--- config.mk ---
export PLATFORM = sky130hd
export DESIGN_NAME = cpuvm_div
export DESIGN_NICKNAME = d
export VERILOG_FILES = /design/src/hw/rtl/cpuvm_div.sv
export SDC_FILE = /design/constraint.sdc
export NUM_CORES = 1
export LEC_CHECK = 0
export BUFFER_PORTS_ARGS = -buffer_cell sky130_fd_sc_hd__buf_2
export CORE_MARGIN = 8
export CORE_UTILIZATION = 55
export DETAILED_ROUTE_END_ITERATION = 10
export PLACE_DENSITY = 0.83
export SLEW_MARGIN = 10
export SYNTH_ARGS = -nofsm -noshare
export SYNTH_HDL_FRONTEND = slang
export SYNTH_SLANG_ARGS = --single-unit
--- constraint.sdc ---
create_clock -name clk -period 2.6 [get_ports clk]
set_input_delay 0.52 -clock clk [delete_from_list [all_inputs] [get_ports clk]]
set_output_delay 0.52 -clock clk [all_outputs]
set_load 0.005 [all_outputs]
--- src/hw/rtl/cpuvm_div.sv ---
// Restoring unsigned divider: one quotient bit per cycle.
`default_nettype none
module cpuvm_div (
	input  wire logic        clk,
	input  wire logic        arst_n,
	input  wire logic        start,
	input  wire logic [35:0] num,
	input  wire logic [21:0] den,
	output logic             done,
	output logic [35:0]      quot
);
	logic [21:0] rem_q, den_q;
	logic [35:0] q_q;
	logic [22:0] r2;
	logic        ge;
	logic [5:0]  cnt_q;
	logic        busy_q, done_q;

	// Control
	always_ff @(posedge clk or negedge arst_n) begin
		if (!arst_n) begin
			busy_q <= 1'b0;
			done_q <= 1'b0;
			cnt_q  <= 6'd0;
		end else begin
			done_q <= 1'b0;
			if (start) begin
				busy_q <= 1'b1;
				cnt_q  <= 6'd0;
			end else if (busy_q) begin
				cnt_q <= cnt_q + 6'd1;
				if (cnt_q == 6'd35) begin
					busy_q <= 1'b0;
					done_q <= 1'b1;
				end
			end
		end
	end

	// Shift in one numerator bit, subtract if it fits
	assign r2 = {rem_q, q_q[35]};
	assign ge = r2 >= {1'b0, den_q};

	always_ff @(posedge clk) begin
		if (start) begin
			rem_q <= 22'd0;
			q_q   <= num;
			den_q <= den;
		end else if (busy_q) begin
			rem_q <= ge ? 22'(r2 - {1'b0, den_q}) : r2[21:0];
			q_q   <= {q_q[34:0], ge};
		end
	end

	assign quot = q_q;
	assign done = done_q;

endmodule
`default_nettype wire

## Yosys cells after proc, flatten, opt, wreduce, memory -nomap -nowiden

Index checks and enable logic that the tools add are counted.

- Output and inout port bits: 37
- Logic and storage cells: 22
- Bits in latches: 0
- Memory bits (read-only): 0
- Memories: 0
- Input bits: 61
- Bits in writable memories: 0
- Flip-flop bits (word level): 88

- Shifts and indexed selects: 0
- Multiplexer cells: 11
- Bitwise logic cells: 0
- Div/mod/pow operators: 0
- Add/sub/neg operators: 2
- Reductions and logical operators: 1
- $mul: 0
- $lt $le $gt $ge: 1
- Eq/ne operators: 1

Operator list:

| operator | count |
|---|---|
| $mux W36 | 2 |
| $ge A23 B22 Y1 | 1 |
| $mux W22 | 1 |
| $sub A22 B22 Y22 | 1 |
| $mux W6 | 2 |
| $add A6 B1 Y6 const B | 1 |
| $eq A6 B6 Y1 const B | 1 |
| $mux W1 | 6 |
| $reduce_bool A2 Y1 | 1 |

## Depth between registers and ports, before layout

- Depth after elaboration: 4
- Depth in mapped cells: 12
- Mapped depth without buffers: 11

## Worst setup path after synthesis

OpenSTA, ideal clock, no wires.

- Path type: register to register
- Start point: register q_q[35], in the netlist quot[35]
- End point: register rem_q[16]
- Clock period less this slack: 2.417 ns
- Setup slack: 0.183 ns
- Data required time: 2.513 ns
- Library setup time: 0.087 ns
- Stages on the path, launching flop included: 12
- Arrival: 2.330 ns
- Buffers on the path: 0
- Cells stage by stage: edfxtp_1 inv_1 ha_1 inv_1 fa_1 a211oi_1 nor3_1 nor2_1 o311ai_2 o31a_1 xnor2_1 o31ai_1

- Word-level cells in the longest chain between the ends: 2
- Elaborated cells on any way between the ends: 3
- Those cells by class: add/sub: 1; order compare: 1; mux: 1

Ends and longest elaborated chain:

| element | line | text |
|---|---|---|
| start, declared | 13 | `logic [35:0] q_q;` |
| start signal, assigned | 47 | `q_q <= num;` |
| start signal, assigned | 51 | `q_q <= {q_q[34:0], ge};` |
| $sub A22 B22 Y22 or $ge A23 B22 Y1 (tied branches) | 50, 42 |  |
| $mux W22 * | 50 | `rem_q <= ge ? 22'(r2 - {1'b0, den_q}) : r2[21:0];` |
| end signal, assigned | 50 |  |
| end, declared | 12 | `logic [21:0] rem_q, den_q;` |

Mark *: on every way between the ends. The rest lies on a longest branch, timed or not.
A chain may end at the register's enable or synchronous reset.

## Final worst setup path

- Start point: register den_q[6]
- End point: register rem_q[0]

- Word-level cells in the longest chain between the ends: 2

Ends and longest elaborated chain:

| element | line | text |
|---|---|---|
| start, declared | 12 |  |
| start signal, assigned | 48 | `den_q <= den;` |
| $ge A23 B22 Y1 | 42 | `assign ge = r2 >= {1'b0, den_q};` |
| $mux W22 | 50 |  |

Every way passes these cells.

==> flow_summary.json <==
{
  "cts_tree": "done",
  "hp-class": "in -> reg",
  "critPathKind": "reg -> reg",
  "dieArea_um2": 11900,
  "die_h_um": 109,
  "drcViolationCount": 0,
  "fin_crit_sh": 0.946,
  "viasPerCell": 5.69,
  "final_area_um2": 5720,
  "drive_gt1_frac": 0.342,
  "yosysWarnings": 0,
  "hold_violations": 0,
  "synth_area_um2": 4750,
  "crit_slowest_cell": "edfxtp_1",
  "p_leak_nw": 2.45,
  "routed.top_layer": "met4",
  "cts_buffers": 9,
  "synthFlopType": "edfxtp_1",
  "clock_latency_ns": 0.36,
  "synth_top_area_cell": "edfxtp_1",
  "mappedNetlistNets": 512,
  "route.detailed.wl_per_inst_um": 17.0,
  "synth-seq-area-share": 0.501,
  "critPathArrivalTime_ns": 2.74,
  "clk_pin_slew_ns": 0.10,
  "final_cell_mix": "buf_2 (97), edfxtp_1 (58), mux2_2 (35)",
  "path_cells": "inv_1 > ha_1 > nand3_1 > a211oi_2 > o21ai_2 > a21boi_2 > o32ai_4 > buf_12 > or2_1 > a311oi_1",
  "nets": 618,
  "num_antenna_cells": 0,
  "antenna_left": 0,
  "finalSetupViolCount": 0,
  "final.min_clock_period_ns": 2.46,
  "antenna_found_initial": 0,
  "synth_area_per_cell_um2": 11.1,
  "vdd_drop_max_uv": 376,
  "coreArea_um2": 8550,
  "start_kind": "register",
  "initial_core_util": 0.556,
  "cts-root-buf": "clkbuf_8",
  "crit_required_ns": 2.88,
  "final_max_slew_viol_count": 0,
  "outcome": "finished clean",
  "rsz0062_at_grt": "yes",
  "setup_ws_ns": 0.140,
  "ys_ff_latch": 88,
  "worst_slew_pin_slew_ns": 0.545,
  "clockBufferDepth": 2,
  "pwr-share-clk": 0.328,
  "first_pass_iters": 4,
  "via_count": 3673,
  "syn_to_final_growth_pct": 20.3,
  "crit_path_end_kind": "register",
  "grt_pass1_vias": 3769,
  "nFillCells": 628,
  "ys_types": 58,
  "tns_ns": 0,
  "wl_met2_um": 5320,
  "dp_worst_setup_slack_ns": 0.0218,
  "ctsHtreeMaxLevel": 3,
  "synth.area.top_cells": "edfxtp_1 (37%), dfxtp_1 (9.3%), mux2_2 (8.5%)",
  "cap_violations": 0,
  "drt-met1-wl_um": 4720,
  "p_sw_frac": 0.261,
  "max_stage_delay_ns": 0.34,
  "synthCells": 427,
  "p_comb_frac": 0.139,
  "utilization": 0.669,
  "io_pins": 98,
  "async_flop_share": 0.0909,
  "max_freq_ghz": 0.407,
  "layout_commonest_cell": "buf_2",
  "finalWirelength_um": 11000,
  "dr_wl_met3_um": 850,
  "dieWidth_um": 109,
  "synth_top_cell_area_share": 0.366,
  "p_int_mw": 2.27,
  "clock-sinks": 88,
  "p_per_area_nw_per_um2": 538,
  "rows": 34,
  "dp_hpwl_um": 8000,
  "seq_power_share": 0.533,
  "grt_first_pass_wirelength_um": 17800,
  "port_buffers": 97,
  "globalRouteOverflowTotal": 0,
  "clock_skew_ns": 0.0119,
  "grt.total_usage": 0.188,
  "synth_edf_count": 58,
  "grt_max_degree": 42,
  "drt-initial-drc-count": 202,
  "p_switching_mw": 0.803,
  "power_mw": 3.07,
  "slew_headroom": 0.637,
  "place_area_um2": 5410,
  "place.gp.congestion": 0.916,
  "worst-path-max-fanout": 17
}
[cell families (layout without fill, tap and decap cells)]
kind of cell               after synthesis  in the layout  synth area share
DFF                                     88             88             0.501
buffers and inverters                   52            163            0.0469
adders and majority gates               24             24            0.0648
and+or+nand+nor                        104            104             0.110
AOI/OAI and AO/OA                       99             99             0.146
muxes                                   43             43             0.100
xor gates and xnor gates                17             17            0.0313
[registers in the layout, summed over array words and instances (netlist names)]
signal	cells
busy_q	1
cnt_q	6
den_q	22
done	1
quot	36
rem_q	22
[what timing repair did]
item / in CTS / in global routing
endpoints found under the hold margin: 8 / 0
setup buffers: 0 / 4
gates resized for setup: 1 / 11
hold buffers: 1 / 0
pin swaps: 1 / 4
setup endpoints to repair: 1 / 12
[final timing paths]
check	start	end	slack (ns)	depth (start not counted)
worst min register to register	rem_q[10]$_SDFFE_PP0P_	rem_q[10]$_SDFFE_PP0P_	0.51	2
worst max register to register	den_q[6]$_DFFE_PP_	rem_q[0]$_SDFFE_PP0P_	0.14	10
worst max-delay path	den_q[6]$_DFFE_PP_	rem_q[0]$_SDFFE_PP0P_	0.14	10
min in group asynchronous	arst_n	cnt_q[4]$_DFFE_PN0P_	0.52	2
max in group asynchronous	arst_n	cnt_q[1]$_DFFE_PN0P_	1.91	2
worst min-delay path	den[19]	den_q[19]$_DFFE_PP_	0.33	1
[worst max-delay path: cells and delay by family (launching register included)]
kind            cells  cell delay (ns)
compound gates      5             1.05
fa+ha+maj           1             0.34
buf+inv             2             0.24
flops               1             0.34
simple gates        2             0.39
[cell usage after synthesis, types with 7 or more instances]
cell / number
xor2_1: 7
clkbuf_1: 11
inv_1: 30
nand3_1: 16
nand2_1: 29
a211oi_1: 11
ha_1: 23
edfxtp_1: 58
o21ai_0: 21
dfrtp_1: 8
mux2i_1: 7
nor2_1: 26
dfxtp_1: 22
mux2_2: 36
xnor2_1: 10
a21oi_1: 18
a32oi_1: 11
[power groups by stage]
stage / combinational (mW) / sequential [mW] / clock, mW
6_report: 0.426 / 1.64 / 1.01
5_1_grt: 0.468 / 1.65 / 1.07
4_1_cts: 0.418 / 1.64 / 1.02
3_5_place_dp: 0.413 / 1.67 / 0
3_3_place_gp: 0.401 / 1.67 / 0
2_1_floorplan: 0.230 / 1.67 / 0
[final cells by class]
type	count	area, µm²	share of cell area
Clock inverter	7	85.1	0.0149
Timing Repair Buffer	117	667	0.117
Clock buffer	9	124	0.0217
Tap cell	108	135	0.0236
Sequential cell	88	2380	0.417
Multi-Input combinational cell	287	2210	0.387
Inverter	30	113	0.0197
[per-stage QoR]
step                      hold WS, ns  cells
final                           0.326    646
after global routing            0.301    646
after CTS                       0.305    642
after detailed placement        0.372    625
after global placement          0.366    625
after floorplan                 0.224    427
[layer usage]
layer  global-route usage  vias to the layer above
met4               0.0606                        0
met1                0.229                     1740
met2                0.306                      118
li1                     -                     1805
met5                    0                        -
met3               0.0656                       10
Note: power is estimated with default switching activity, not from simulation.
