[src/hw/rtl/cpuvm_sqrt.sv]
// Bit-serial integer square root: one result bit per cycle.
`default_nettype none
module cpuvm_sqrt (
	input  wire logic        clk,
	input  wire logic        arst_n,
	input  wire logic        start,
	input  wire logic [43:0] val,
	output logic             done,
	output logic [21:0]      root
);
	logic [43:0] rem_q, bit_q;
	logic [44:0] res_q, trial;
	logic [4:0]  cnt_q;
	logic        busy_q, done_q;

	// Control
	always_ff @(posedge clk or negedge arst_n) begin
		if (!arst_n) begin
			busy_q <= 1'b0;
			done_q <= 1'b0;
			cnt_q  <= 5'd0;
		end else begin
			done_q <= 1'b0;
			if (start) begin
				busy_q <= 1'b1;
				cnt_q  <= 5'd0;
			end else if (busy_q) begin
				cnt_q <= cnt_q + 5'd1;
				if (cnt_q == 5'd21) begin
					busy_q <= 1'b0;
					done_q <= 1'b1;
				end
			end
		end
	end

	// Try the next bit pair
	assign trial = res_q + {1'b0, bit_q};

	always_ff @(posedge clk) begin
		if (start) begin
			rem_q <= val;
			res_q <= 45'd0;
			bit_q <= 44'd1 << 42;
		end else if (busy_q) begin
			if ({1'b0, rem_q} >= trial) begin
				rem_q <= rem_q - trial[43:0];
				res_q <= (res_q >> 1) + {1'b0, bit_q};
			end else begin
				res_q <= res_q >> 1;
			end
			bit_q <= bit_q >> 2;
		end
	end

	assign root = res_q[21:0];
	assign done = done_q;

endmodule
`default_nettype wire

[config.mk]
export PLATFORM = sky130hd
export DESIGN_NAME = cpuvm_sqrt
export DESIGN_NICKNAME = d
export VERILOG_FILES = /design/src/hw/rtl/cpuvm_sqrt.sv
export SDC_FILE = /design/constraint.sdc
export NUM_CORES = 1
export LEC_CHECK = 0
export BUFFER_PORTS_ARGS = -buffer_cell sky130_fd_sc_hd__buf_4
export CAP_MARGIN = 15
export CORE_ASPECT_RATIO = 0.6
export CORE_MARGIN = 1.5
export CORE_UTILIZATION = 58
export CTS_BUF_LIST = sky130_fd_sc_hd__clkbuf_8
export CTS_CLUSTER_DIAMETER = 120
export DETAILED_ROUTE_END_ITERATION = 7
export HOLD_SLACK_MARGIN = 0.06
export PLACE_DENSITY = 0.91
export SLEW_MARGIN = 20
export SYNTH_ARGS = -nofsm -noshare
export SYNTH_HDL_FRONTEND = slang
export SYNTH_SLANG_ARGS = --single-unit
[constraint.sdc]
create_clock -name clk -period 8.32 [get_ports clk]
set_clock_uncertainty 0.2 [all_clocks]
set_input_delay 1.664 -clock clk [delete_from_list [all_inputs] [get_ports clk]]
set_output_delay 1.664 -clock clk [all_outputs]
set_load 0.01 [all_outputs]
# After elaboration in Yosys (flattened, before gate mapping)
# Index checks and enable logic that the tools add are counted.
[classes]
addsub = 4
n_eq_ne = 1
n_reduce_logical = 3
order_cmp = 1
mux = 12
[ops]
columns = ["operator", "count"]
rows = [
  ["$mux 44", 3],
  ["$add 44x43->45", 1],
  ["$add 45x43->45", 1],
  ["$ge 44x45->1", 1],
  ["$mux 45", 1],
  ["$sub 44x44->44", 1],
  ["$mux 5", 2],
  ["$mux 1", 6],
  ["$add 5x1->5 const B", 1],
  ["$eq 5x5->1 const B", 1],
  ["$reduce_bool 2->1", 2],
  ["$reduce_and 2->1", 1],
]
[word_totals]
regBits = 118

# Logic depth before layout (Yosys ltp)
# Gate-level depths: netlist of run 1.
[depth]
ltp_word = 5
ltp_mapped = 24
depth_no_buf = 22

# Worst setup path after synthesis of run 1
# Ideal clock, no wire load.
[synth_path]
kind = "register to register"
start = "register res_q[2]"
end = "register rem_q[0] (enable)"
setup_ns = 0.506
required_ns = 7.614
arrival_time_ns = 7.869
setup_slack_ns = -0.256
stages_incl_launch_ff = 24
period_less_slack_ns = 8.576
cell_sequence = "dfxtp_1 > ha_1 > a31o_2 > a31oi_1 > o21bai_1 > a41oi_1 > a31oi_1 > a21boi_0 > o31ai_1 > a311oi_1 > o21bai_1 > xnor2_1 > ha_1 > inv_1 > o21bai_1 > a21oi_1 > nor2b_1 > nor2_1 > o21a_1 > buf_1 > a21o_1 > buf_2 > clkbuf_1 > o21ai_0"
[synth_between]
elab_chain_cells = 4
[synth_rtl]
columns = ["element", "line_no", "rtl"]
rows = [
  ["start: declaration", "12", "logic [44:0] res_q, trial;"],
  ["start signal: assignment", "48", "res_q <= (res_q >> 1) + {1'b0, bit_q};"],
  ["start signal: assignment", "50", "res_q <= res_q >> 1;"],
  ["$add 45x43->45", "38", "assign trial = res_q + {1'b0, bit_q};"],
  ["$ge 44x45->1", "46", "if ({1'b0, rem_q} >= trial) begin"],
  ["$reduce_bool 2->1 (no source line)", "n/a", ""],
  ["$reduce_and 2->1 (no source line)", "n/a", ""],
  ["end signal: assignment", "42", "rem_q <= val;"],
  ["end signal: assignment", "47", "rem_q <= rem_q - trial[43:0];"],
  ["end: declaration", "11", "logic [43:0] rem_q, bit_q;"],
]
# No other way between the ends.
# A chain may end at the register's enable or synchronous reset.

# Worst setup path after layout of run 1
[layout_path]
start = "register res_q[2]"
end = "register res_q[7]"
[layout_between]
elab_chain_cells = 3
word_cells_on_any_way = 4
[layout_rtl]
columns = ["element", "line_no"]
rows = [
  ["$add 45x43->45", "38"],
  ["$ge 44x45->1", "46"],
  ["$mux 45 (*)", "46"],
]
# Mark *: on every way between the ends. The rest lies on a longest branch, timed or not.

==> results.cfg, run 1 <==
[outcome]
status = finished clean

[clock_network]
clockRootBuffer = clkbuf_8
clk_pin_slew_ns = 0.08
cts_tree = built
cts_buffers = 17
clk_latency_ns = 0.47
cts_htree_levels = 4
cts_resized = 0
clock-sinks = 118
cts_buffer_depth = 2
ctsHoldBuffers = 0
post_cts_buffers = 0

[timing]
rsz0062_at_grt = no
clock.fmax_mhz = 140
setup_viol = 0
drv_slew = 0
hold_ws_ns = 0.327
report.final.hold_viol_count = 0
relSlewSlack_pct = 39.0
setup_tns_ns = 0
fin_crit_ns = 7.14
tightest_slew_ns = 0.915
fin_crit_sh_pct = 85.8

[global_routing]
grt_pass1_wl_mm = 47.6
grt-ovfl-total = 0
grtUsageTotal_pct = 31.9
grt_max_degree = 81
antenna_found_initial = 0
grt_pass1_vias = 9118

[power]
ir_drop_mv = 0.228
p_comb_share_pct = 57.6
power_mw = 3.41
seqPwrFrac_pct = 25.9
p_per_area_nw_per_um2 = 301
leakagePower_nw = 4.75
switching_share_pct = 45.9
clock_power_share_pct = 16.5
p_sw_mw = 1.56
p_int_mw = 1.85

[floorplanning]
initial_core_util_pct = 60.1
die_area_um2 = 18900
die_h_um = 107
io_pins = 70
core_um2 = 17400
rows = 37
die_w_um = 176

[setup_path]
critical_path.cell_chain = ha_1, a31o_2, a31oi_1, o21bai_1, a41oi_1, a31oi_1, a21boi_0, o31ai_1, a311oi_1, o21ai_0, xnor2_1, ha_1, nand4_1, nor3_1, a311oi_1, o21a_1, a21o_1, buf_4, o21ai_0, a311oi_1
crit_path_end_kind = flip-flop
start_kind = flip-flop
path_common_cell = a311oi_1
path_class = reg -> reg
cpLargestDelayFamily = compound AO/OA/AOI/OAI gates
cpPeakStageDelay_ns = 0.78
path_max_fanout = 39
crit_buf_inv = 1
cp.arrival_ns = 7.30
crit_start = res_q[2]
cp_slowest_cell = o21a_1
critPathRequiredTime_ns = 8.47
r2r_start = res_q[2]

[synthesis]
syn_nets = 1426
synth.top_cell.area_share_pct = 12.8
synth_largest_area_cell = dfxtp_1
synth-seq-area-share_pct = 27.1
synth_edf_count = 44
synth_cell_type_count = 74
yosys-top-cells-area = dfxtp_1 13%, edfxtp_1 13%, ha_1 11%
synth_cells = 1286
synthFlopType = dfxtp_1
async_flop_share_pct = 5.93
syn-mean-instance-area_um2 = 8.13
syn_area_um2 = 10500
yosys_warnings = 0
ys_ff_latch = 118

[detailed_routing]
vias = 10086
wl_met2_mm = 12.4
met3_length_mm = 3.01
post_drt_wl_per_cell_um = 19.1
drt-total-wl_mm = 29.5
topRoutingLayerUsed = met4
drc = 0
drt_first_pass_iters = 8
vias_per_cell = 6.54
wl_met1_mm = 13.5
drt_iter0_drc = 1516
drtAntennaViolNets = 0

[run]
cap_viol_max_count = 0

[placed_design]
placed_area_um2 = 10900
placed_cells = 1511
portBuffers = 69
dp_hpwl_mm = 21.4
place.gp.congestion = 1.02

[min_path]
hold_class = reg -> reg
hp-start = res_q[0]

[layout]
finish.instance_area_um2 = 11300
drive_above_1_share_pct = 10.6
area_growth_pct = 8.27
fin_cells = 1543
num-fill-cells = 1472
fin_nets = 1436
layout_common_cells = 153 x nor2_1, 124 x nand2_1, 92 x ha_1
final_common_cell = nor2_1
diodes = 0
==> worst paths after layout <==
| path | to | slack [ns] | depth (start not counted) |
|---|---|---|---|
| hold reg to reg | res_q[0] | 0.33 | 2 |
| hold / removal | res_q[0] | 0.33 | 2 |
| max in group asynchronous | busy_q | 6.99 | 1 |
| setup reg to reg | res_q[7] | 1.18 | 20 |
| setup / recovery | res_q[7] | 1.18 | 20 |
| min in group asynchronous | done | 0.79 | 1 |
==> state kept, by name (all words and copies together), names as in the netlist <==
| name | flops |
|---|---|
| bit_q | 22 |
| busy_q | 1 |
| cnt_q | 5 |
| done | 1 |
| rem_q | 44 |
| res_q | 45 |
==> metrics by stage <==
stage / util, % / setup WS [ns]
3_3_place_gp: 62.7 / 1.86
4_1_cts: 65.0 / 1.47
3_5_place_dp: 62.7 / 1.62
2_1_floorplan: - / 0.934
6_report: 65.0 / 1.18
5_1_grt: 65.0 / 0.768
==> synth_stat cells (31+ instances only) <==
master and number:
nor2_1 153, nand2_1 124, ha_1 92, o21ai_0 87, a21oi_1 69, dfxtp_1 67, xnor2_1 57, a31oi_1 48
clkbuf_1 47, xor2_1 47, edfxtp_1 44, a211oi_1 38, a21o_1 34, inv_1 33, mux2i_1 31
==> power groups by stage <==
stage	sequential (mW)	combinational, mW	clock, mW
2_1_floorplan	0.866	1.47	0
5_1_grt	0.894	2.14	0.588
4_1_cts	0.879	1.90	0.563
3_5_place_dp	0.889	1.88	0
6_report	0.882	1.96	0.562
3_3_place_gp	0.886	1.82	0
==> per-layer routing <==
metal  global-route usage [%]  vias up
li1                         -     4758
met1                     46.9     4705
met2                     46.8      554
met3                     5.74       69
met4                     10.4        0
met5                        0        -
==> worst min-delay path: cells and delay by family, from the launching register on <==
kind	cells	cell delay (ns)
simple gates	1	0.10
flops	1	0.33
compound gates	1	0.06
==> final cells by class <==
cell class / instances / area (µm²) / area share, %
multi-input cells: 1049 / 7080 / 62.5
flip-flops and latches: 118 / 2840 / 25.1
repair buffers: 77 / 578 / 5.11
well taps: 234 / 293 / 2.59
clock buffers: 19 / 262 / 2.31
clock inverters: 13 / 143 / 1.26
inverters: 33 / 124 / 1.09
==> logic make-up after synthesis <==
group / Yosys count / synth area share [%]
compound gates: 412 / 26.8
xor+xnor: 104 / 8.71
fa+ha+maj: 93 / 11.2
buf+inv: 119 / 5.25
flops: 118 / 27.1
mux: 38 / 3.72
simple gates: 402 / 17.2
No activity file was read; power rests on OpenSTA's default activity.
==> inputs of run 2 (changes only) <==
Settings changed: BUFFER_PORTS_ARGS -buffer_cell sky130_fd_sc_hd__buf_4 to -buffer_cell sky130_fd_sc_hd__buf_2.
==> run 2 against run 1 <==
Effect of this change: global-route usage is 0.87 points lower; register-to-register slack better by 0.15 ns; first-iteration DRC count is 15% lower; sequential cell count stayed put; combinational power hardly changed; final cell count hardly changed; critical path type unchanged; largest cell class unchanged.
==> results.cfg, run 2 (synthesis gave the netlist of run 1 again) <==
[timing]
drv_slew = 0
setup_tns_ns = 0
fin_crit_sh_pct = 84.0
relSlewSlack_pct = 40.4
report.final.hold_viol_count = 0
rsz0062_at_grt = no
tightest_slew_ns = 0.871
hold_ws_ns = 0.309
setup_viol = 0
clock.fmax_mhz = 143
fin_crit_ns = 6.99

[detailed_routing]
vias = 10044
post_drt_wl_per_cell_um = 18.9
vias_per_cell = 6.51
drtAntennaViolNets = 0
drt_iter0_drc = 1293
drt-total-wl_mm = 29.1
drc = 0
drt_first_pass_iters = 8

[setup_path]
critical_path.cell_chain = ha_1, a31o_2, a31oi_1, o21bai_1, a41oi_1, a31oi_1, a21boi_0, o31ai_1, a311oi_1, o21bai_1, xnor2_1, ha_1, inv_1, o21bai_1, a21oi_1, nor2b_1, nor2_1, o21a_1, a21o_1, buf_4, nand2_1, a311oi_1
path_common_cell = o21bai_1
start_kind = flip-flop
cpPeakStageDelay_ns = 0.69
path_max_fanout = 39
path_class = reg -> reg
crit_path_end_kind = flip-flop
cp_slowest_cell = o21a_1
critPathRequiredTime_ns = 8.48
cp.arrival_ns = 7.15

[power]
leakagePower_nw = 4.70
p_comb_share_pct = 57.9
p_int_mw = 1.82
seqPwrFrac_pct = 26.1
switching_share_pct = 46.2
p_sw_mw = 1.56
ir_drop_mv = 0.180
p_per_area_nw_per_um2 = 303
clock_power_share_pct = 16.0

[clock_network]
clk_pin_slew_ns = 0.08
cts_tree = built
clock-sinks = 118
clk_latency_ns = 0.47
ctsHoldBuffers = 0
cts_buffers = 17
cts_buffer_depth = 2
clockRootBuffer = clkbuf_8
post_cts_buffers = 0
cts_resized = 0
cts_htree_levels = 4

[placed_design]
place.gp.congestion = 1.04
dp_hpwl_mm = 20.9
placed_area_um2 = 10700
portBuffers = 69
placed_cells = 1510

[min_path]
hold_class = reg -> reg

[global_routing]
grt_pass1_vias = 8953
grt_pass1_wl_mm = 46.4
antenna_found_initial = 0
grt-ovfl-total = 0
grt_max_degree = 87
grtUsageTotal_pct = 31.0

[layout]
num-fill-cells = 1485
layout_common_cells = 153 x nor2_1, 124 x nand2_1, 92 x ha_1
reg_top3 = res_q: 45 flops, rem_q: 44 flops, bit_q: 22 flops
diodes = 0
area_growth_pct = 6.43
finish.instance_area_um2 = 11100
multi_input_area_um2 = 7080
fin_nets = 1435
largest_reg_flops = 45
drive_above_1_share_pct = 10.5
fin_cells = 1542
final_common_cell = nor2_1
final-seq-area_um2 = 2840
regMostFlops = res_q

[floorplanning]
io_pins = 70
initial_core_util_pct = 60.1
core_um2 = 17400
die_area_um2 = 18900
rows = 37
die_h_um = 107
die_w_um = 176

[run]
cap_viol_max_count = 0

[outcome]
status = finished clean
[run 2: cell count changes in the layout (fill, tap and decap cells not counted), sizes merged]
cell	before	now
clkinv	0	4
clkbuf	19	17
inv	39	37
buf	77	76
[run 2: power groups by stage]
stage                     Sequential (mW)  Clock [mW]  Combinational [mW]
after global routing                0.893       0.567                2.12
final                               0.881       0.541                1.95
after floorplan                     0.866           0                1.47
after CTS                           0.878       0.541                1.89
after global placement              0.884           0                1.81
after detailed placement            0.889           0                1.86
[run 2: cell type report]
cell class / instances / area share, %
clock buffers: 17 / 2.10
clock inverters: 15 / 1.39
inverters: 33 / 1.11
multi-input cells: 1049 / 63.6
flip-flops and latches: 118 / 25.5
well taps: 234 / 2.63
repair buffers: 76 / 3.60
[run 2: worst max-delay path, delay by kind of cell, from the launching register on]
family	cells	cell delay, ns
AOI/OAI and AO/OA	14	4.43
adders and majority gates	2	0.71
buffers and inverters	2	0.59
DFF	1	0.43
and+or+nand+nor	3	0.36
xor gates and xnor gates	1	0.14
[run 2: final timing paths]
check | startpoint | to | slack, ns | cells past startpoint
max | res_q[2] | res_q[1] | 1.33 | 22
min | res_q[0] | res_q[0] | 0.31 | 2
max reg2reg | res_q[2] | res_q[1] | 1.33 | 22
min reg2reg | res_q[0] | res_q[0] | 0.31 | 2
max in group asynchronous | arst_n | busy_q | 6.94 | 1
min in group asynchronous | arst_n | busy_q | 0.81 | 1
[run 2: metal layers]
metal  up-vias  global-route usage (%)  wire length, µm
li1       4757                       -                -
met1      4648                    45.5            13200
met2       570                    44.5            12000
met3        69                    6.99             3270
met4         0                    10.0              578
met5         -                       0                0
[run 2: metrics by stage]
step	utilization, %	total power, mW	setup slack [ns]
finish	63.9	3.38	1.33
global route	63.9	3.58	1.01
CTS	63.9	3.31	1.54
detailed placement	61.7	2.75	1.65
global placement	61.7	2.69	1.92
floorplan	-	2.34	0.934
