===== src/hw/rtl/cpuvm_pkg.sv =====
// Shared types, constants and helper functions for the camera pose block.
`default_nettype none
package cpuvm_pkg;

	// Request and result payloads
	typedef struct packed {
		logic [3:0]  req_type;
		logic [15:0] elapsed;
	} req_t;

	typedef struct packed {
		logic signed [15:0] out_right_x;
		logic signed [15:0] out_right_y;
		logic signed [15:0] out_right_z;
		logic signed [15:0] out_down_x;
		logic signed [15:0] out_down_y;
		logic signed [15:0] out_down_z;
		logic signed [15:0] out_fwd_x;
		logic signed [15:0] out_fwd_y;
		logic signed [15:0] out_fwd_z;
		logic signed [31:0] shift_right;
		logic signed [31:0] shift_down;
		logic signed [31:0] shift_fwd;
	} rsp_t;

	// Move codes
	localparam logic [3:0] MV_FWD     = 4'd0;
	localparam logic [3:0] MV_LEFT    = 4'd1;
	localparam logic [3:0] MV_RIGHT   = 4'd2;
	localparam logic [3:0] MV_BACK    = 4'd3;
	localparam logic [3:0] MV_UP      = 4'd4;
	localparam logic [3:0] MV_DOWN    = 4'd5;
	localparam logic [3:0] MV_TURN_L  = 4'd6;
	localparam logic [3:0] MV_TURN_R  = 4'd7;
	localparam logic [3:0] MV_LOOK_UP = 4'd8;
	localparam logic [3:0] MV_LOOK_DN = 4'd9;
	localparam logic [3:0] MV_ROLL_L  = 4'd10;
	localparam logic [3:0] MV_ROLL_R  = 4'd11;

	// Register index
	localparam logic REG_SPEED = 1'b0;
	localparam logic [15:0] SPEED_RST = 16'd256;

	// Axis roles
	localparam logic [1:0] AX_RIGHT = 2'd0;
	localparam logic [1:0] AX_DOWN  = 2'd1;
	localparam logic [1:0] AX_FWD   = 2'd2;

	// Fixed-point constants
	localparam logic signed [15:0] ONE_Q14 = 16'sd16384;
	localparam int TWO_PI_Q16  = 411775;
	localparam int PI_Q16      = 205887;
	localparam int HALF_PI_Q16 = 102944;
	localparam int CORDIC_K_Q30 = 652032874;

	// Arctangent table in Q16 radians
	function automatic logic [15:0] atan_q16(input logic [3:0] i);
		logic [15:0] r;
		unique case (i)
			4'd0:  r = 16'd51472;
			4'd1:  r = 16'd30386;
			4'd2:  r = 16'd16055;
			4'd3:  r = 16'd8150;
			4'd4:  r = 16'd4091;
			4'd5:  r = 16'd2047;
			4'd6:  r = 16'd1024;
			4'd7:  r = 16'd512;
			4'd8:  r = 16'd256;
			4'd9:  r = 16'd128;
			4'd10: r = 16'd64;
			4'd11: r = 16'd32;
			4'd12: r = 16'd16;
			4'd13: r = 16'd8;
			4'd14: r = 16'd4;
			default: r = 16'd2;
		endcase
		return r;
	endfunction

	// Clamp to +-1.0 in Q1.14
	function automatic logic signed [15:0] sat14(input logic signed [47:0] x);
		logic signed [15:0] r;
		if (x > 48'sd16384) r = ONE_Q14;
		else if (x < -48'sd16384) r = -ONE_Q14;
		else r = x[15:0];
		return r;
	endfunction

	// Clamp to the 32 bit signed range
	function automatic logic signed [31:0] sat32(input logic signed [47:0] x);
		logic signed [31:0] r;
		if (x > 48'sd2147483647) r = 32'sh7fffffff;
		else if (x < -48'sd2147483648) r = 32'sh80000000;
		else r = x[31:0];
		return r;
	endfunction

endpackage
`default_nettype wire


===== src/hw/rtl/cpuvm_cordic.sv =====
// Iterative CORDIC unit: one rotation step per cycle, sine and cosine in Q1.14.
`default_nettype none
module cpuvm_cordic (
	input  wire logic               clk,
	input  wire logic               arst_n,
	input  wire logic               start,
	input  wire logic signed [19:0] z_in,
	input  wire logic               neg,
	output logic                    done,
	output logic signed [15:0]      cos_val,
	output logic signed [15:0]      sin_val
);
	import cpuvm_pkg::*;

	logic signed [33:0] x_q, y_q;
	logic signed [19:0] z_q;
	logic [3:0]         i_q;
	logic               busy_q, done_q, neg_q;
	logic signed [33:0] dx, dy;
	logic signed [34:0] xr, xs, ys;

	// Control
	always_ff @(posedge clk or negedge arst_n) begin
		if (!arst_n) begin
			busy_q <= 1'b0;
			done_q <= 1'b0;
			i_q    <= 4'd0;
		end else begin
			done_q <= 1'b0;
			if (start) begin
				busy_q <= 1'b1;
				i_q    <= 4'd0;
			end else if (busy_q) begin
				i_q <= i_q + 4'd1;
				if (i_q == 4'd15) begin
					busy_q <= 1'b0;
					done_q <= 1'b1;
				end
			end
		end
	end

	// Rotate one step toward zero residual angle
	assign dx = y_q >>> i_q;
	assign dy = x_q >>> i_q;

	always_ff @(posedge clk) begin
		if (start) begin
			x_q   <= 34'(CORDIC_K_Q30);
			y_q   <= 34'sd0;
			z_q   <= z_in;
			neg_q <= neg;
		end else if (busy_q) begin
			if (z_q >= 20'sd0) begin
				x_q <= x_q - dx;
				y_q <= y_q + dy;
				z_q <= z_q - $signed({4'b0, atan_q16(i_q)});
			end else begin
				x_q <= x_q + dx;
				y_q <= y_q - dy;
				z_q <= z_q + $signed({4'b0, atan_q16(i_q)});
			end
		end
	end

	// Round Q30 down to Q1.14 and clamp
	assign xr = neg_q ? -35'(x_q) : 35'(x_q);
	assign xs = (xr + 35'sd32768) >>> 16;
	assign ys = (35'(y_q) + 35'sd32768) >>> 16;
	assign cos_val = sat14(48'(xs));
	assign sin_val = sat14(48'(ys));
	assign done = done_q;

`ifndef SYNTHESIS
	a_no_restart: assert property (@(posedge clk) disable iff (!arst_n)
		busy_q |-> !start) else $error("cordic restarted while busy");
	a_done_end: assert property (@(posedge clk) disable iff (!arst_n)
		done_q |-> $past(i_q) == 4'd15) else $error("cordic finished early");
	a_done_idle: assert property (@(posedge clk) disable iff (!arst_n)
		done_q |-> !busy_q) else $error("cordic done while busy");
`endif

endmodule
`default_nettype wire


===== config.mk =====
export PLATFORM = sky130hd
export DESIGN_NAME = cpuvm_cordic
export DESIGN_NICKNAME = d
export VERILOG_FILES = /design/src/hw/rtl/cpuvm_pkg.sv /design/src/hw/rtl/cpuvm_cordic.sv
export SDC_FILE = /design/constraint.sdc
export NUM_CORES = 1
export LEC_CHECK = 0
export BUFFER_PORTS_ARGS = -buffer_cell sky130_fd_sc_hd__buf_2
export CAP_MARGIN = 0
export CELL_PAD_IN_SITES_DETAIL_PLACEMENT = 0
export CELL_PAD_IN_SITES_GLOBAL_PLACEMENT = 1
export CORE_MARGIN = 3
export CORE_UTILIZATION = 49
export DETAILED_ROUTE_END_ITERATION = 10
export PLACE_DENSITY = 0.86
export SLEW_MARGIN = 20
export SYNTH_ARGS = -nofsm -noshare
export SYNTH_HDL_FRONTEND = slang
export SYNTH_SLANG_ARGS = --single-unit

===== constraint.sdc =====
create_clock -name clk -period 7.7 [get_ports clk]
set_input_delay 1.54 -clock clk [delete_from_list [all_inputs] [get_ports clk]]
set_output_delay 1.54 -clock clk [all_outputs]
set_load 0.05 [all_outputs]

# ---- After elaboration in Yosys (flattened, before gate mapping)
# Memories as Yosys holds them, arrays and structs flattened.
# Cells that the tools add are included.
dict set report word_totals {
  out_inout_bits 33
  in_bits 24
  ff_bits 95
  rom_bits 512
  memories 2
}
# name depth word_bits read_ports rd_clocked_by_memory_dff wr line_no
set memory_table {}
lappend memory_table {{(name not given)} 16 16 1 0 0 cpuvm_pkg.sv:59} ;# unique case (i)
lappend memory_table {{(name not given)} 16 16 1 0 0 cpuvm_pkg.sv:59}
dict set report op_classes {
  eq_ne 1
  mux 24
  n_reduce_logical 1
  shift 2
  add_sub_neg 10
  magnitude_cmp 5
}
# operator n
set ops {}
lappend ops {{16-bit two-way mux} 10}
lappend ops {{34-bit adder} 2}
lappend ops {{34-bit two-way mux} 2}
lappend ops {{34-bit by 4-bit >>> shifter with 34-bit output} 2}
lappend ops {{34-bit subtractor} 2}
lappend ops {{20-bit two-way mux} 3}
lappend ops {{19-bit by 16-bit > comparator with 1-bit output (second input constant)} 2}
lappend ops {{19-bit by 15-bit less-than comparator with 1-bit output (second input constant)} 2}
lappend ops {{34-bit by 17-bit adder with 35-bit output (second input constant)} 1}
lappend ops {{35-bit by 17-bit adder with 35-bit output (second input constant)} 1}
lappend ops {{35-bit two-way mux} 1}
lappend ops {{34-bit negator with 35-bit output} 1}
lappend ops {{20-bit by 17-bit adder with 20-bit output} 1}
lappend ops {{20-bit by 1-bit >= comparator with 1-bit output (second input constant)} 1}
lappend ops {{20-bit by 17-bit subtractor with 20-bit output} 1}
lappend ops {{4-bit two-way mux} 2}
lappend ops {{1-bit two-way mux} 6}
lappend ops {{4-bit by 1-bit adder with 4-bit output (second input constant)} 1}
lappend ops {{4-bit equality test (second input constant)} 1}
lappend ops {{2-bit nonzero test} 1}

# ---- Logic depth before layout (Yosys ltp)
dict set report depth {
  word_depth 8
  ltp_mapped 29
  ltp_nobuf 23
}

# ---- Least setup slack after synthesis
# No wires, ideal clock.
dict set report synth_timing {
  kind {register -> register}
  start {register i_q[2]}
  end {register y_q[33]}
  arrival_time_ns 6.098
  stages_incl_launch_ff 25
  slack_ns 1.487
  path_buffers 7
  synth_period_minus_slack_ns 6.213
  path_cell_list {dfrtp_1 clkbuf_1 buf_2 buf_1 clkbuf_1 clkbuf_1 buf_1 buf_1 o21a_1 ha_1 inv_1 a2111oi_2 and3_1 nand3_1 nor4_1 a21oi_1 xnor2_1 ha_1 a2111oi_0 o2111ai_1 a31o_2 a31oi_1 xnor2_1 a21oi_1 a31o_1}
}
dict set report synth_via {
  elab_chain_cells 3
}
# item line_no
set synth_lines {}
lappend synth_lines {{from (decl)} cpuvm_cordic.sv:17} ;# logic [3:0] i_q;
lappend synth_lines {{from (signal assigned)} cpuvm_cordic.sv:34} ;# i_q <= i_q + 4'd1;
lappend synth_lines {{34-bit by 4-bit >>> shifter with 34-bit output (*)} cpuvm_cordic.sv:45} ;# assign dy = x_q >>> i_q;
lappend synth_lines {{34-bit subtractor / 34-bit adder (equally long branches)} {cpuvm_cordic.sv:60, cpuvm_cordic.sv:56}}
lappend synth_lines {{34-bit two-way mux (*)} cpuvm_cordic.sv:54} ;# if (z_q >= 20'sd0) begin
lappend synth_lines {{to (signal assigned)} cpuvm_cordic.sv:56} ;# y_q <= y_q + dy;
lappend synth_lines {{to (signal assigned)} cpuvm_cordic.sv:60} ;# y_q <= y_q - dy;
lappend synth_lines {{to (decl)} cpuvm_cordic.sv:15} ;# logic signed [33:0] x_q, y_q;
# Every way passes the cells marked *; elsewhere a longest branch is shown, timed or not.
# A chain may end at the register's enable or synchronous reset.

# ---- Worst setup path after layout
dict set report layout_timing {
  start {register i_q[1]}
  end {register y_q[30]}
}
# The elaborated chain is that of the path after synthesis.

==> results.sh <==
export IMPL_status="complete, no violations"
export IMPL_cts_buffer_depth=2
export IMPL_initial_utilization=0.5038
export IMPL_whs_ns=0.5533
export IMPL_io_buffers=56
export IMPL_clock_sinks=95
export IMPL_vias=15023
export IMPL_antenna_found_initial=0
export IMPL_r2r_slack_ns=1.01
export IMPL_die_x_um=184.7
export IMPL_drive_gt1_frac=0.1123
export IMPL_die_h_um=184.7
export IMPL_grt_overflow=0
export IMPL_dieArea_um2=34130
export IMPL_arrival_ns=6.92
export IMPL_finalClockSkew_ns=0.01227
export IMPL_cts_buffers=9
export IMPL_cts_tree="yes"
export IMPL_fill_cells=3033
export IMPL_drc=0
export IMPL_synth_largest_area_cell="mux4_2"
export IMPL_synth_area_um2=15650
export IMPL_setup_tns_final_ns=0
export IMPL_yosysSeqAreaShare=0.1369
export IMPL_ys_ff_latch=95
export IMPL_grt_pass1_wl_mm=72.75
export IMPL_core_area_um2=31070
export IMPL_critPathLaunchType="flip-flop"
export IMPL_async_reset_ff_frac=0.06316
export IMPL_htree_levels=3
export IMPL_rows=64
export IMPL_critPathSlowestCell="dfrtp_4"
export IMPL_path_cells="mux4_2 -> mux2i_1 -> nand2b_1 -> o21a_1 -> ha_1 -> inv_1 -> a2111oi_2 -> and3_1 -> nand3_1 -> nor4_1 -> a21oi_1 -> xnor2_1 -> ha_1 -> and3_1 -> nand3_1 -> or4_1 -> a41oi_1 -> o21ai_0 -> mux2i_1 -> o311ai_0"
export IMPL_routed_top_layer="met4"
export IMPL_clock_fmax_ghz=0.1494
export IMPL_synthTopCellsByArea="mux4_2 (11%), dfxtp_1 (8.7%), ha_1 (7.8%), xnor2_1 (5.9%), mux2i_1 (5.9%)"
export IMPL_grt_max_degree=92
export IMPL_crit_start="i_q[1]"
export IMPL_finalCritPeriodShare=0.8691
export IMPL_worstPathRequired_ns=7.92
export IMPL_dr_wl_met3_mm=3.124
export IMPL_synth_edff_count=21
export IMPL_dr_pass1_iters=5
export IMPL_hold_class="reg -> reg"
export IMPL_clk_latency_ns=0.37
export IMPL_wirelength_mm=45.74
export IMPL_final_cell_mix="nand2_1 (238), nor2_1 (159), o21ai_0 (121), a21oi_1 (115), xnor2_1 (106)"
export IMPL_drtIter0Drc=1485
export IMPL_gp_congestion=0.9147
export IMPL_ys_types=93
export IMPL_drt_met1_wl_mm=20.30
export IMPL_wl_per_cell_um=19.72
export IMPL_fin_crit_ns=6.692
export IMPL_rsz0062_at_grt="no"
export IMPL_syn_nets=2109
export IMPL_ys_flop_type="dfxtp_1"
export IMPL_yosys_area_top_type_share=0.1050
export IMPL_cp_end_kind="flip-flop"
export IMPL_r2r_start="i_q[1]"
export IMPL_rr_endpoint="y_q[30]"
export IMPL_cts_resized=0
export IMPL_hold_viol_final=0
export IMPL_grt_pass1_vias=13916
export IMPL_netlist_instances=1984
export IMPL_grt_usage=0.2611
export IMPL_nets=2044
export IMPL_cp_max_fo=72
export IMPL_max_stage_delay_ns=1.06
export IMPL_worst_pin_slew_ns=1.069
export IMPL_met2WireLength_mm=21.07
export IMPL_maxCapViolations=0
export IMPL_reg2regPathDepth=20
export IMPL_clkTransAtPathRegs_ns=0.08
export IMPL_num_io_pins=57
export IMPL_ant_nets=0
export IMPL_finalSetupViolCount=0
export IMPL_crit_type="reg -> reg"
export IMPL_final_common_cell="nand2_1"
export IMPL_slew_viol_final=0
export IMPL_crit_path_end="y_q[30]"
export IMPL_place_hpwl_mm=33.67
export IMPL_post_cts_buffers=0
export IMPL_yosysWarnings=0
export IMPL_antenna_cells=0
export IMPL_slew_headroom=0.2872
export IMPL_avgSynthCellArea_um2=7.889
export IMPL_root_buffer="clkbuf_16"
export IMPL_avgViaCountPerCell=6.475
export IMPL_cts_hold_buf=0
export IMPL_finish_utilization=0.5209
export IMPL_syn2layout_area_growth_pct=3.405
## how the worst min path moves through the flow
stage | startpoint | endpoint | slack [ns] | cells after the start
6_report | y_q[0] | y_q[0] | 0.55 | 2
4_1_cts | y_q[0] | y_q[0] | 0.55 | 2
5_1_grt | y_q[2] | y_q[2] | 0.58 | 2
3_5_place_dp | y_q[0] | y_q[0] | 0.54 | 2
2_1_floorplan | x_q[0] | x_q[0] | 0.48 | 2
3_3_place_gp | y_q[0] | y_q[0] | 0.53 | 2
## through the flow
stage	cell area [um^2]	worst slack [ns]	std cells
2_1_floorplan	15650	1.487	1984
3_3_place_gp	15900	1.332	2304
3_5_place_dp	15900	1.132	2304
4_1_cts	16180	1.091	2320
5_1_grt	16190	0.5007	2320
6_report	16190	1.008	2320
## sequential cells by signal, indices dropped and copies added (netlist names)
| name | count |
|---|---|
| done | 1 |
| x_q | 34 |
| i_q | 4 |
| neg_q | 1 |
| busy_q | 1 |
| y_q | 34 |
| z_q | 20 |
## cells in the mapped netlist, drive strengths merged, types with 7 or more instances
master	n
xnor2	106
inv	62
xor2	78
edfxtp	21
and2	16
mux4	80
o31ai	23
or2	11
a31o	7
nor4b	7
and3	27
o21ai	125
a311oi	8
o221ai	7
dfxtp	68
a21o	50
a2111oi	9
buf	52
nor4	11
o22ai	18
ha	98
nand3	58
mux2	19
nor2b	19
nand2	238
o21a	20
nand2b	24
or3	21
nor3b	8
or4	8
nand4	17
a21oi	116
a211oi	25
a211o	12
nor3	33
a31oi	28
o211ai	8
mux2i	93
clkbuf	96
nor2	159
## routing by layer
layer | global-route usage | vias up
li1 | - | 7241
met1 | 0.3513 | 7159
met2 | 0.4339 | 542
met3 | 0.04362 | 81
met4 | 0.07413 | 0
met5 | 0 | -
## cell families (layout without fill, tap and decap cells)
logic type,count (synthesis),after routing,synth area share
and+or+nand+nor,671,671,0.2032
AOI/OAI and AO/OA,531,531,0.2273
buffers and inverters,210,150,0.05732
muxes,192,192,0.1902
xor gates and xnor gates,184,184,0.1030
adders and majority gates,101,101,0.08217
DFF,95,95,0.1369
## cell type report
| type | count | area [um^2] | share of cell area |
|---|---|---|---|
| Clock buffer | 10 | 229.0 | 0.01415 |
| Inverter | 62 | 232.7 | 0.01438 |
| Timing Repair Buffer | 72 | 402.9 | 0.02489 |
| Multi-Input combinational cell | 1679 | 12620 | 0.7797 |
| Tap cell | 396 | 495.5 | 0.03061 |
| Sequential cell | 95 | 2156 | 0.1332 |
| Clock inverter | 6 | 50.05 | 0.003092 |
## critical path, delay by kind of cell, from the launching register on
kind            cells  cell delay [ns]
buf+inv             1             0.06
flops               1             1.06
simple gates        7             2.13
mux                 3             0.98
fa+ha+maj           2             0.63
xor+xnor            1             0.19
compound gates      6             1.45
Power is left out: the tool's default activity adds up to more than one toggle a clock period on the data nets, which glitch-free logic cannot reach.
